## config.mk

```make
export PLATFORM = sky130hd
export DESIGN_NAME = back_emf_motor_current_limiter
export DESIGN_NICKNAME = d
export VERILOG_FILES = /design/src/rtl/core/bemf_pkg.sv /design/src/rtl/core/bemf_div.sv /design/src/rtl/core/back_emf_motor_current_limiter.sv
export SDC_FILE = /design/constraint.sdc
export NUM_CORES = 1
export LEC_CHECK = 0
export BUFFER_PORTS_ARGS = -buffer_cell sky130_fd_sc_hd__clkbuf_2
export CORE_MARGIN = 1
export CORE_UTILIZATION = 48
export CTS_CLUSTER_DIAMETER = 100
export DETAILED_ROUTE_END_ITERATION = 8
export GPL_ROUTABILITY_DRIVEN = 0
export SETUP_SLACK_MARGIN = 0.5
export SLEW_MARGIN = 5
export SYNTH_ARGS = -nofsm -noshare
export SYNTH_HDL_FRONTEND = slang
export SYNTH_SLANG_ARGS = --single-unit
```

## constraint.sdc

```tcl
create_clock -name clock -period 8.5 [get_ports clock]
set_input_delay 1.275 -clock clock [delete_from_list [all_inputs] [get_ports clock]]
set_output_delay 1.275 -clock clock [all_outputs]
set_load 0.1 [all_outputs]
```

## src/rtl/core/bemf_pkg.sv

```systemverilog
// ----------------------------------------------------------------------------
// bemf_pkg
// Shared types and constants for the back EMF motor current limiter.
// ----------------------------------------------------------------------------
package bemf_pkg;

   localparam int CMD_W    = 8;
   localparam int MAG_W    = 7;
   localparam int DEN_W    = 8;
   localparam int NUM_W    = 14;
   localparam int DIV_STEPS = NUM_W;
   localparam int CNT_W    = 4;

   localparam logic [MAG_W-1:0] FULL_SCALE = 7'd127;
   localparam logic [MAG_W-1:0] EMF_CAP    = 7'd126;
   localparam logic [7:0]       LOW_GEAR_K  = 8'd243;
   localparam logic [4:0]       HIGH_GEAR_K = 5'd17;

   localparam logic CSR_DRIVE_MODE    = 1'b0;
   localparam logic CSR_CURRENT_LIMIT = 1'b1;

   localparam logic MODE_VOLTAGE = 1'b0;
   localparam logic MODE_TORQUE  = 1'b1;

   typedef enum logic [2:0] {
      ST_IDLE,
      ST_EMF,
      ST_PREP,
      ST_DIV,
      ST_DONE
   } state_type;

   typedef struct packed {
      logic             start;
      logic [NUM_W-1:0] numer;
      logic [DEN_W-1:0] denom;
   } div_req_type;

   typedef struct packed {
      logic             done;
      logic [NUM_W-1:0] quot;
   } div_rsp_type;

endpackage

```

## src/rtl/core/bemf_div.sv

```systemverilog
// ----------------------------------------------------------------------------
// bemf_div
// Restoring divider, one quotient bit per cycle through a shared subtractor.
// ----------------------------------------------------------------------------
module bemf_div (
   input  logic                 clock,
   input  logic                 reset,
   input  bemf_pkg::div_req_type req,
   output bemf_pkg::div_rsp_type rsp
);
   import bemf_pkg::*;

   logic [NUM_W-1:0] num_ff, num_in;
   logic [DEN_W-1:0] den_ff, den_in;
   logic [DEN_W-1:0] rem_ff, rem_in;
   logic [CNT_W-1:0] cnt_ff, cnt_in;
   logic             busy_ff, busy_in;
   logic             done_ff, done_in;

   logic [DEN_W:0]   shifted;
   logic [DEN_W:0]   diff;
   logic             ge;

   assign shifted = {rem_ff, num_ff[NUM_W-1]};
   assign ge      = shifted >= {1'b0, den_ff};
   assign diff    = shifted - {1'b0, den_ff};

   always_comb begin
      num_in  = num_ff;
      den_in  = den_ff;
      rem_in  = rem_ff;
      cnt_in  = cnt_ff;
      busy_in = busy_ff;
      done_in = 1'b0;
      if (req.start) begin
         num_in  = req.numer;
         den_in  = req.denom;
         rem_in  = '0;
         cnt_in  = '0;
         busy_in = 1'b1;
      end else if (busy_ff) begin
         rem_in = ge ? diff[DEN_W-1:0] : shifted[DEN_W-1:0];
         num_in = {num_ff[NUM_W-2:0], ge};
         cnt_in = cnt_ff + 1'b1;
         if (cnt_ff == CNT_W'(DIV_STEPS - 1)) begin
            busy_in = 1'b0;
            done_in = 1'b1;
         end
      end
   end

   always_ff @(posedge clock) begin
      num_ff <= num_in;
      den_ff <= den_in;
      rem_ff <= rem_in;
      if (reset) begin
         cnt_ff  <= '0;
         busy_ff <= 1'b0;
         done_ff <= 1'b0;
      end else begin
         cnt_ff  <= cnt_in;
         busy_ff <= busy_in;
         done_ff <= done_in;
      end
   end

   assign rsp.done = done_ff;
   assign rsp.quot = num_ff;

endmodule

```

## src/rtl/core/back_emf_motor_current_limiter.sv

```systemverilog
// ----------------------------------------------------------------------------
// back_emf_motor_current_limiter
// Estimates back EMF from velocity and limits the PWM drive to a current limit.
// ----------------------------------------------------------------------------
// steps: the input transfer is taken in ST_IDLE, the back EMF estimate is registered in ST_EMF,
// the limit test is registered and the divider started in ST_PREP, the divider runs in ST_DIV and
// ST_DONE loads the output register once it is free; a new transfer is taken only back in ST_IDLE
// a finished result waits in the output register while the next item is taken
// reset: drive_mode 0, current_limit 64, sticky limited flag cleared
// ----------------------------------------------------------------------------
module back_emf_motor_current_limiter (
   input  logic        clock,
   input  logic        reset,
   input  logic        req_tvalid,
   output logic        req_tready,
   input  logic [15:0] req_tdata,  // command[7:0], velocity[15:8]
   input  logic [0:0]  req_tuser,  // low_gear[0]
   output logic        rsp_tvalid,
   input  logic        rsp_tready,
   output logic [15:0] rsp_tdata,  // pwm_out[7:0], emf_estimate[15:8]
   output logic [1:0]  rsp_tuser,  // limited_now[0], limited_ever[1]
   input  logic        csr_we,
   input  logic [0:0]  csr_index,
   input  logic [6:0]  csr_wdata
);
   import bemf_pkg::*;

   state_type state_ff, state_in;

   logic             mode_ff;
   logic [MAG_W-1:0] limit_ff;
   logic             sticky_ff, sticky_in;

   logic [CMD_W-1:0] cmd_ff;
   logic [CMD_W-1:0] vel_ff;
   logic             gear_ff;

   logic [MAG_W-1:0] emf_mag_ff, emf_mag_in;
   logic             emf_neg_ff, emf_neg_in;
   logic [MAG_W-1:0] cmd_mag_ff, cmd_mag_in;
   logic             cmd_neg_ff, cmd_neg_in;
   logic             cmd_zero_ff, cmd_zero_in;
   logic             over_ff, over_in;

   logic             out_valid_ff, out_valid_in;
   logic [15:0]      out_data_ff, out_data_in;
   logic [1:0]       out_user_ff, out_user_in;

   logic             accept;
   logic             load_out;
   logic             capture_emf;
   logic             capture_prep;

   div_req_type      div_req;
   div_rsp_type      div_rsp;

   bemf_div u_div (
      .clock (clock),
      .reset (reset),
      .req   (div_req),
      .rsp   (div_rsp)
   );

   assign accept = req_tvalid && req_tready;

   // next state
   always_comb begin
      state_in = state_ff;
      case (state_ff)
         ST_IDLE: if (req_tvalid) state_in = ST_EMF;
         ST_EMF:  state_in = ST_PREP;
         ST_PREP: state_in = ST_DIV;
         ST_DIV:  if (div_rsp.done) state_in = ST_DONE;
         ST_DONE: if (!out_valid_ff || rsp_tready) state_in = ST_IDLE;
         default: state_in = ST_IDLE;
      endcase
   end

   // state outputs
   always_comb begin
      req_tready   = 1'b0;
      capture_emf  = 1'b0;
      capture_prep = 1'b0;
      load_out     = 1'b0;
      case (state_ff)
         ST_IDLE: req_tready   = 1'b1;
         ST_EMF:  capture_emf  = 1'b1;
         ST_PREP: capture_prep = 1'b1;
         ST_DIV:  ;
         ST_DONE: load_out     = !out_valid_ff || rsp_tready;
         default: ;
      endcase
   end

   // back emf estimate and command magnitude
   logic [CMD_W-1:0] vel_abs;
   logic [CMD_W-1:0] cmd_abs;
   logic [14:0]      low_prod;
   logic [11:0]      high_prod;
   logic [10:0]      raw_emf;

   always_comb begin
      vel_abs   = vel_ff[CMD_W-1] ? (~vel_ff + 1'b1) : vel_ff;
      if (vel_ff == 8'h80) vel_abs = {1'b0, FULL_SCALE};
      cmd_abs   = cmd_ff[CMD_W-1] ? (~cmd_ff + 1'b1) : cmd_ff;
      if (cmd_ff == 8'h80) cmd_abs = {1'b0, FULL_SCALE};
      low_prod  = 15'(vel_abs[MAG_W-1:0]) * 15'(LOW_GEAR_K);
      high_prod = 12'(vel_abs[MAG_W-1:0]) * 12'(HIGH_GEAR_K);
      raw_emf   = gear_ff ? low_prod[14:4] : {1'b0, high_prod[11:2]};
      emf_mag_in  = (raw_emf > 11'(EMF_CAP)) ? EMF_CAP : raw_emf[MAG_W-1:0];
      emf_neg_in  = vel_ff[CMD_W-1];
      cmd_mag_in  = cmd_abs[MAG_W-1:0];
      cmd_neg_in  = cmd_ff[CMD_W-1];
      cmd_zero_in = (cmd_ff == '0);
   end

   // divisor, voltage-mode limit test and numerator
   logic [DEN_W-1:0] denom;
   logic [14:0]      drop_prod;
   logic [14:0]      thresh;
   logic [MAG_W-1:0] scale;

   always_comb begin
      denom     = (emf_neg_ff ^ cmd_neg_ff) ? ({1'b0, FULL_SCALE} + {1'b0, emf_mag_ff})
                                            : ({1'b0, FULL_SCALE} - {1'b0, emf_mag_ff});
      drop_prod = 15'(cmd_mag_ff) * 15'(denom);
      thresh    = (15'(limit_ff) + 15'd1) * 15'(FULL_SCALE);
      over_in   = drop_prod >= thresh;
      scale     = (mode_ff == MODE_TORQUE) ? cmd_mag_ff : FULL_SCALE;
      div_req.start = capture_prep;
      div_req.numer = NUM_W'(limit_ff) * NUM_W'(scale);
      div_req.denom = denom;
   end

   // result assembly
   logic             sat;
   logic [MAG_W-1:0] quot_sat;
   logic [MAG_W-1:0] res_mag;
   logic             lim;
   logic [CMD_W-1:0] pwm;
   logic [CMD_W-1:0] emf_out;

   always_comb begin
      sat      = div_rsp.quot > NUM_W'(FULL_SCALE);
      quot_sat = sat ? FULL_SCALE : div_rsp.quot[MAG_W-1:0];
      if (mode_ff == MODE_TORQUE) begin
         res_mag = quot_sat;
         lim     = sat;
      end else begin
         res_mag = over_ff ? quot_sat : cmd_mag_ff;
         lim     = over_ff;
      end
      if (cmd_zero_ff) begin
         res_mag = '0;
         lim     = 1'b0;
      end
      pwm     = cmd_neg_ff ? (~{1'b0, res_mag} + 1'b1) : {1'b0, res_mag};
      emf_out = emf_neg_ff ? (~{1'b0, emf_mag_ff} + 1'b1) : {1'b0, emf_mag_ff};

      sticky_in    = sticky_ff;
      out_valid_in = out_valid_ff;
      out_data_in  = out_data_ff;
      out_user_in  = out_user_ff;
      if (rsp_tvalid && rsp_tready) out_valid_in = 1'b0;
      if (load_out) begin
         sticky_in    = sticky_ff | lim;
         out_valid_in = 1'b1;
         out_data_in  = {emf_out, pwm};
         out_user_in  = {sticky_ff | lim, lim};
      end
   end

   always_ff @(posedge clock) begin
      if (accept) begin
         cmd_ff  <= req_tdata[7:0];
         vel_ff  <= req_tdata[15:8];
         gear_ff <= req_tuser[0];
      end
      if (capture_emf) begin
         emf_mag_ff  <= emf_mag_in;
         emf_neg_ff  <= emf_neg_in;
         cmd_mag_ff  <= cmd_mag_in;
         cmd_neg_ff  <= cmd_neg_in;
         cmd_zero_ff <= cmd_zero_in;
      end
      if (capture_prep) over_ff <= over_in;
      out_data_ff <= out_data_in;
      out_user_ff <= out_user_in;
      if (reset) begin
         state_ff     <= ST_IDLE;
         mode_ff      <= MODE_VOLTAGE;
         limit_ff     <= 7'd64;
         sticky_ff    <= 1'b0;
         out_valid_ff <= 1'b0;
      end else begin
         state_ff     <= state_in;
         sticky_ff    <= sticky_in;
         out_valid_ff <= out_valid_in;
         if (csr_we) begin
            case (csr_index[0])
               CSR_DRIVE_MODE:    mode_ff  <= csr_wdata[0];
               CSR_CURRENT_LIMIT: limit_ff <= csr_wdata;
               default: ;
            endcase
         end
      end
   end

   assign rsp_tvalid = out_valid_ff;
   assign rsp_tdata  = out_data_ff;
   assign rsp_tuser  = out_user_ff;

endmodule

```

==> impl_metrics.yaml, run 1 <==
status:
  outcome: "complete, no violations"
setup_path:
  path_depth: 23
  cp_slowest_stage_delay_ns: 0.58
  reg2regPathDepth: 23
  cp.arrival_ns: 6.73
  path_cells: "or3_1 > or3_1 > nor2b_1 > xnor2_1 > and2_1 > fa_1 > fa_1 > fa_1 > fa_1 > ha_1 > a21oi_1 > nand2_1 > a21oi_1 > xnor2_1 > ha_1 > a21o_1 > a21o_1 > a21oi_1 > nor2b_1 > o21ai_0 > nand2b_1 > a21oi_1 > o21ai_0"
  cp-end-kind: "flop"
  crit_buf_inv: 0
  start_kind: "flop"
  cp_max_fo: 8
  cp.required_ns: 8.61
  cpMaxStageDelayCell: "xnor2_1"
  path_class: "flop to flop"
  path_delay_family: "adder cells"
clock_network:
  cts_max_path_buffers: 2
  clkSinkCount: 102
  numCtsBuffers: 9
  post_cts_buffers: 0
  cts_tree: "built"
  ctsResizeCount: 0
  cts_hold_buf: 0
  cts_root_buffer: "clkbuf_16"
  clk_latency_ns: 0.36
  clkTransAtPathRegs_ns: 0.08
  htree_num_levels: 3
finish:
  filler_cell_count: 2152
  diodes: 0
  area_growth_syn_to_layout_pct: 7.45
  design_area_um2: 12000
  nets: 1508
  drive_gt1_share_pct: 7.01
sta:
  fmax_mhz: 151
  fin_crit_sh_pct: 78.0
  final.setup.tns_ns: 0
  slew_viol_final: 0
  tightest_slew_ns: 0.920
  finalSetupViolations: 0
  rsz0062_at_grt: "no"
  fin_crit_ns: 6.63
  worst_clock_skew_ns: 0.0100
  maxSlewHeadroom_pct: 38.6
  hold_viol_final: 0
floorplanning:
  initial_core_util_pct: 49.2
  dieArea_um2: 24000
  core_um2: 22800
  chipWidth_um: 155
  fp.dieH_um: 155
  row_count: 55
  io_pins: 50
flow_run:
  max_cap_violations: 0
routing:
  wl_mm: 21.6
  vias: 7867
  avgRoutedWirePerCell_um: 14.0
  detail_route.drc_violations: 0
  avgViaCountPerCell: 5.11
  ant_nets: 0
  drt_pre_antenna_iters: 5
  drtIter0Drc: 334
synth:
  synth-seq-cells: 102
  yosysSeqAreaShare_pct: 24.9
  ys.warnings.count: 0
  synth_cell_type_count: 60
  synth_ff_type: "edfxtp_1"
  avgSynthCellArea_um2: 9.41
  synth_most_common_cell: "inv_1"
  synth_top_cells_by_count: "inv_1 (169), ha_1 (166), nand2_1 (111)"
  syn_nets: 1477
  synth_enable_flop_cells: 75
  synthCells: 1191
  synthTopCellsByArea: "edfxtp_1 (20%), ha_1 (19%), fa_1 (16%), inv_1 (5.7%), dfxtp_1 (4.8%)"
  yosys.area.top_type: "edfxtp_1"
  yosysTopAreaCellShare_pct: 20.1
  ys_async_sr_fraction_pct: 0
  syn_area_um2: 11200
placement:
  io_buffers: 49
  placed_area_um2: 11800
  dpl.hpwl_mm: 17.7
pwr:
  total_leakage_power_nw: 5.69
  power_density_nw_per_um2: 296
  vdd_drop_max_mv: 0.225
global_route:
  grt_pass1_vias: 7819
  grt_pass1_wl_mm: 37.6
  grt_antenna_before_repair: 0
  track_usage_pct: 19.5
  grt_max_degree: 37
  grt.overflow.total: 0
hold_path:
  hp-class: "flop to flop"
  hold-path-cell-count: 2
[cell type report]
class                      count  area [µm²]  area share [%]
multi-input combinational    888        7660            63.7
clock buffer                   9         225            1.87
sequential                   102        2790            23.2
inverter                     169         634            5.27
clock inverter                 7        65.1           0.540
tap                          313         392            3.25
timing repair buffer          52         268            2.22
[stage by stage]
stage	power, mW	cells	setup WS (ns)	util (%)	hold WS, ns
2_1_floorplan	2.70	1191	2.38	-	0.424
3_3_place_gp	3.15	1524	2.02	51.6	0.440
3_5_place_dp	3.18	1524	1.88	51.6	0.451
4_1_cts	3.61	1540	1.85	52.9	0.469
5_1_grt	4.02	1540	1.37	52.9	0.520
6_report	3.56	1540	1.87	52.9	0.468
[kinds of logic (layout without fill, tap and decap cells)]
logic type	count (synthesis)	after routing	share of synthesized area [%]
adder cells (fa/ha/maj)	256	256	34.6
flip-flops	102	102	24.9
multiplexers	13	13	1.22
XOR/XNOR	78	78	6.10
AND/OR/NAND/NOR	369	369	16.7
buffers and inverters	201	237	6.73
AO/OA/AOI/OAI	172	172	9.76
[registers in the layout, indices dropped and copies added (netlist names), 3 cells and up]
name and flops:
limit_ff 7, cmd_mag_ff 7, vel_ff 8, state_ff 3, u_div.num_ff 14, emf_mag_ff 7
u_div.den_ff 8, cmd_ff 8, u_div.rem_ff 8, rsp_tdata 16, u_div.cnt_ff 4
[per-layer routing]
metal,wire length [µm],share of wire [%],global-route usage [%]
met5,0,0,0
met4,183,0.85,4.05
met3,574,2.7,2.52
met2,9850,46,31.5
met1,11000,51,28.1
[worst min-delay path: cells and delay by family, from the launching register on]
kind / cells / cell delay [ns]
DFF: 1 / 0.33
AOI/OAI and AO/OA: 1 / 0.04
and+or+nand+nor: 1 / 0.07
[worst paths after layout]
kind                          startpoint                      to  slack, ns
max          emf_mag_ff[0]$_SDFFCE_PN0P_       over_ff$_DFFE_PP_       1.87
min               sticky_ff$_SDFFE_PP0P_  sticky_ff$_SDFFE_PP0P_       0.47
max reg2reg  emf_mag_ff[0]$_SDFFCE_PN0P_       over_ff$_DFFE_PP_       1.87
min reg2reg       sticky_ff$_SDFFE_PP0P_  sticky_ff$_SDFFE_PP0P_       0.47
[power breakdown]
part | switching, mW | internal [mW]
combinational | 1.33 | 1.14
sequential | 0.0636 | 0.618
clock | 0.202 | 0.206
[placed cells by master, fill, tap and decap left out, types with 6 or more instances in the layout]
master,n
nand3_1,25
inv_1,169
clkbuf_2,49
o21ai_0,51
nand4_1,9
edfxtp_1,75
ha_1,166
dfxtp_1,27
a21o_1,19
a21boi_0,6
xor2_1,29
fa_1,90
a21oi_1,50
mux2i_1,11
or3_1,6
nand2b_1,22
nand2_1,111
nor2b_1,22
clkbuf_16,9
nor2_1,57
and2_1,64
nor3_1,26
xnor2_1,49
o211ai_1,6
(Power assumes the default switching activity.)
==> run 2, diff against run 1 <==
Settings changed: PLACE_DENSITY set to 0.67.
Clock period 8.5 ns to 5.35 ns, I/O delays scaled along.
==> impl_metrics.yaml, run 2 (synthesis gave the netlist of run 1 again) <==
status:
  outcome: "finished with violations"
  violations: "setup timing"
floorplanning:
  dieArea_um2: 24000
  fp.dieH_um: 155
  row_count: 55
  chipWidth_um: 155
  core_um2: 22800
  initial_core_util_pct: 49.2
  io_pins: 50
setup_path:
  cpMaxStageDelayCell: "fa_1"
  cp-end-kind: "flop"
  r2r_slack_ns: -0.51
  cpMostUsedCell: "fa_1"
  cp.arrival_ns: 5.96
  path_class: "flop to flop"
  r2r_end: "over_ff$_DFFE_PP_"
  path_delay_family: "adder cells"
  crit_buf_inv: 4
  r2r-start: "emf_mag_ff[2]$_SDFFCE_PN1P_"
  start_kind: "flop"
  reg2regPathDepth: 27
  cp_max_fo: 4
  cp_slowest_stage_delay_ns: 0.50
  cp.required_ns: 5.45
finish:
  diodes: 0
  seqCellArea_um2: 2790
  largest_reg_flops: 16
  area_growth_syn_to_layout_pct: 22.4
  filler_cell_count: 1924
  nets: 1665
  postLayoutCoreUtil_pct: 60.2
  multi_input_area_um2: 8130
  drive_gt1_share_pct: 23.2
  layout_common_cells: "inv_1 (156), buf_4 (156), ha_1 (148)"
sta:
  hold_ws_ns: 0.478
  fin_crit_sh_pct: 109
  finalSetupViolations: 2
  worst_clock_skew_ns: 0.0158
  fmax_mhz: 171
  tightest_slew_ns: 0.833
  rsz0062_at_grt: "yes"
  slew_viol_final: 0
  fin_crit_ns: 5.86
  worst_slack_ns: -0.506
  final.setup.tns_ns: -0.507
  maxSlewHeadroom_pct: 44.4
  hold_viol_final: 0
clock_network:
  clkTransAtPathRegs_ns: 0.08
  cts_tree: "built"
  cts_hold_buf: 0
  cts_root_buffer: "clkbuf_16"
  htree_num_levels: 3
  numCtsBuffers: 9
  clkSinkCount: 102
  cts_max_path_buffers: 2
  clk_latency_ns: 0.35
hold_path:
  hold_path_end: "sticky_ff$_SDFFE_PP0P_"
  min-delay-start: "sticky_ff$_SDFFE_PP0P_"
  hp-class: "flop to flop"
  hold-path-cell-count: 2
placement:
  place_worst_setup_slack_ns: -0.571
  dpl.hpwl_mm: 18.6
  io_buffers: 49
routing:
  avgViaCountPerCell: 5.04
  drt_pre_antenna_iters: 5
  wl_mm: 23.1
  avgRoutedWirePerCell_um: 13.6
  ant_nets: 0
  drtIter0Drc: 320
  detail_route.drc_violations: 0
  vias: 8557
flow_run:
  max_cap_violations: 0
global_route:
  grt_pass1_wl_mm: 39.8
  track_usage_pct: 20.4
  grt.overflow.total: 0
  grt_max_degree: 37
  grt_pass1_vias: 8520
  grt_antenna_before_repair: 0
pwr:
  total_leakage_power_nw: 6.56
  vdd_drop_max_mv: 0.793
  power_density_nw_per_um2: 513
-- run 2: cell count changes in the layout (fill, tap and decap cells not counted), sizes merged --
cell	change
clkbuf	+2
clkinv	-1
buf	+157
inv	-1
-- run 2: how the worst max path moves through the flow --
| stage | startpoint | depth (start not counted) | to | slack, ns |
|---|---|---|---|---|
| 3_3_place_gp | emf_mag_ff[1]$_SDFFCE_PN1P_ | 22 | over_ff$_DFFE_PP_ | -0.42 |
| 2_1_floorplan | emf_mag_ff[2]$_SDFFCE_PN1P_ | 27 | over_ff$_DFFE_PP_ | -0.38 |
| 3_5_place_dp | emf_mag_ff[1]$_SDFFCE_PN1P_ | 22 | over_ff$_DFFE_PP_ | -0.57 |
| 5_1_grt | emf_mag_ff[0]$_SDFFCE_PN0P_ | 26 | over_ff$_DFFE_PP_ | -0.76 |
| 4_1_cts | emf_mag_ff[2]$_SDFFCE_PN1P_ | 28 | over_ff$_DFFE_PP_ | -0.49 |
| 6_report | emf_mag_ff[2]$_SDFFCE_PN1P_ | 27 | over_ff$_DFFE_PP_ | -0.51 |
-- run 2: final cells by class --
class,instances,area share (%)
inverter,169,4.63
sequential,102,20.4
clock inverter,5,0.347
clock buffer,11,1.85
multi-input combinational,888,59.3
timing repair buffer,209,10.7
tap,313,2.86
-- run 2: metrics by stage --
step	instances	instance area (µm²)	power, mW
after floorplan	1191	11400	4.52
after global routing	1697	13700	7.78
after detailed placement	1647	12800	5.92
after CTS	1684	13500	6.88
final	1697	13700	7.04
after global placement	1647	12800	5.82
-- run 2: per-layer routing --
metal / GRT usage (%) / up-vias / wire length, µm
li1: - / 4358 / -
met1: 28.2 / 4087 / 11300
met2: 34.7 / 94 / 11100
met3: 1.93 / 18 / 483
met4: 4.43 / 0 / 240
met5: 0 / - / 0
-- run 2: tightest hold or removal path, stage by stage (launching register included) --
cell     delay (ns)
dfxtp_1        0.33
a21oi_1        0.04
nor2_1         0.07
-- run 2: power by group --
group | internal [mW] | switching (mW) | total (mW)
clock | 0.354 | 0.314 | 0.668
combinational | 2.75 | 2.56 | 5.31
sequential | 0.981 | 0.0788 | 1.06
total | 4.09 | 2.95 | 7.04
-- run 2: timing repair --
item,CTS,global route
buffers inserted,21,13
gates resized for setup,39,30
pin swaps,42,36
endpoints found under the setup margin,12,13
==> run 3, diff against run 2 <==
Settings changed: MAX_ROUTING_LAYER set to met4.
==> impl_metrics.yaml, run 3 (synthesis gave the netlist of run 1 again) <==
setup_path:
  cp.required_ns: 5.45
  cp.arrival_ns: 5.96
  path_class: "flop to flop"
  cp_max_fo: 4
  start_kind: "flop"
  cp-end-kind: "flop"
  reg2regPathDepth: 27
pwr:
  swShare_pct: 42.0
  vdd_drop_max_mv: 0.794
  clkPwrFrac_pct: 9.5
  power_density_nw_per_um2: 513
  total_leakage_power_nw: 6.56
  p_seq_share_pct: 15.1
  p_int_mw: 4.09
  switching_power_mw: 2.95
  combPwrFrac_pct: 75.4
clock_network:
  cts_max_path_buffers: 2
  htree_num_levels: 3
  numCtsBuffers: 9
  clkTransAtPathRegs_ns: 0.08
  cts_tree: "built"
  clkSinkCount: 102
  cts_root_buffer: "clkbuf_16"
  clk_latency_ns: 0.35
  cts_hold_buf: 0
finish:
  diodes: 0
  postLayoutCoreUtil_pct: 60.2
  drive_gt1_share_pct: 23.2
  nets: 1665
  filler_cell_count: 1924
  multi_input_area_um2: 8130
  fin_cells: 1697
  area_growth_syn_to_layout_pct: 22.4
  seqCellArea_um2: 2790
  layout_common_cells: "inv_1 (156), buf_4 (156), ha_1 (148)"
  largest_reg_flops: 16
global_route:
  grt_max_degree: 37
  grt_pass1_vias: 8526
  track_usage_pct: 21.0
  grt_pass1_wl_mm: 39.8
  grt.overflow.total: 0
  grt_antenna_before_repair: 0
placement:
  io_buffers: 49
  dpl.cell_count: 1647
  dpl.hpwl_mm: 18.6
sta:
  slew_viol_final: 0
  tightest_slew_ns: 0.849
  rsz0062_at_grt: "yes"
  worst_clock_skew_ns: 0.0161
  hold_viol_final: 0
  worst_slack_ns: -0.503
  finalSetupViolations: 1
  fin_crit_sh_pct: 109
  maxSlewHeadroom_pct: 43.4
  fmax_mhz: 171
  fin_crit_ns: 5.85
floorplanning:
  fp.dieH_um: 155
  dieArea_um2: 24000
  row_count: 55
  initial_core_util_pct: 49.2
  chipWidth_um: 155
  core_um2: 22800
  io_pins: 50
routing:
  drtIter0Drc: 312
  drt_pre_antenna_iters: 5
  avgViaCountPerCell: 5.04
  vias: 8550
  ant_nets: 0
  avgRoutedWirePerCell_um: 13.6
  wl_mm: 23.2
  detail_route.drc_violations: 0
flow_run:
  max_cap_violations: 0
hold_path:
  hold-path-cell-count: 2
  hp-class: "flop to flop"
status:
  violations: "setup timing"
  outcome: "finished with violations"
## run 3: cell counts in the layout (fill, tap and decap cells not counted)
Identical to the previous run, type by type.
## run 3: what timing repair did
item	in CTS	in global routing
endpoints found under the setup margin	12	13
gates resized for setup	39	30
pin swaps	42	36
buffers inserted	21	13
## run 3: final cells by class
class | count | share of cell area [%]
clock buffers | 11 | 1.85
clock inverters | 5 | 0.347
inverters | 169 | 4.63
multi-input cells | 888 | 59.3
flip-flops and latches | 102 | 20.4
well taps | 313 | 2.86
repair buffers | 209 | 10.7
## run 3: path summary, 6_finish.rpt
path / start / endpoint / slack, ns
min reg2reg: sticky_ff$_SDFFE_PP0P_ / sticky_ff$_SDFFE_PP0P_ / 0.48
max reg2reg: emf_mag_ff[2]$_SDFFCE_PN1P_ / over_ff$_DFFE_PP_ / -0.50
min: sticky_ff$_SDFFE_PP0P_ / sticky_ff$_SDFFE_PP0P_ / 0.48
max: emf_mag_ff[2]$_SDFFCE_PN1P_ / over_ff$_DFFE_PP_ / -0.50
## run 3: power groups by stage
stage,clock [mW],combinational (mW),sequential (mW)
2_1_floorplan,0,3.48,1.04
3_3_place_gp,0,4.74,1.08
3_5_place_dp,0,4.84,1.08
4_1_cts,0.682,5.14,1.06
5_1_grt,0.711,6.00,1.07
6_report,0.670,5.31,1.06
## run 3: metrics by stage
stage / TNS, ns / hold WS (ns) / setup slack [ns] / power (mW) / cell area (µm²)
floorplan: -0.382 / 0.424 / -0.382 / 4.52 / 11400
global placement: -0.423 / 0.442 / -0.423 / 5.82 / 12800
detailed placement: -0.700 / 0.460 / -0.571 / 5.92 / 12800
CTS: -0.497 / 0.478 / -0.485 / 6.88 / 13500
global route: -2.11 / 0.511 / -0.764 / 7.78 / 13700
finish: -0.503 / 0.478 / -0.503 / 7.04 / 13700
## run 3: layer usage
layer / track usage (%) / wire (µm) / vias to the layer above
li1: - / - / 4356
met1: 28.0 / 11300 / 4079
met2: 34.6 / 11100 / 94
met3: 2.05 / 493 / 21
met4: 4.62 / 270 / 0
met5: - / 0 / -
## run 3: worst max-delay path, stage by stage (launching register included)
cell and delay, ns:
edfxtp_1 0.37, or3_1 0.40, or3_4 0.38, nor2b_4 0.14, xnor2_2 0.15, and2_4 0.15, fa_1 0.50, inv_1 0.05
fa_1 0.47, inv_1 0.05, fa_1 0.47, inv_1 0.05, fa_1 0.49, inv_2 0.05, ha_4 0.21, o21ai_1 0.08
nand2b_1 0.09, a31o_2 0.23, a21oi_2 0.13, xnor2_1 0.09, ha_1 0.31, a21o_1 0.19, a21oi_1 0.12, nor2b_1 0.06
o21ai_1 0.13, nand2b_1 0.08, a21oi_2 0.12, o21ai_1 0.07
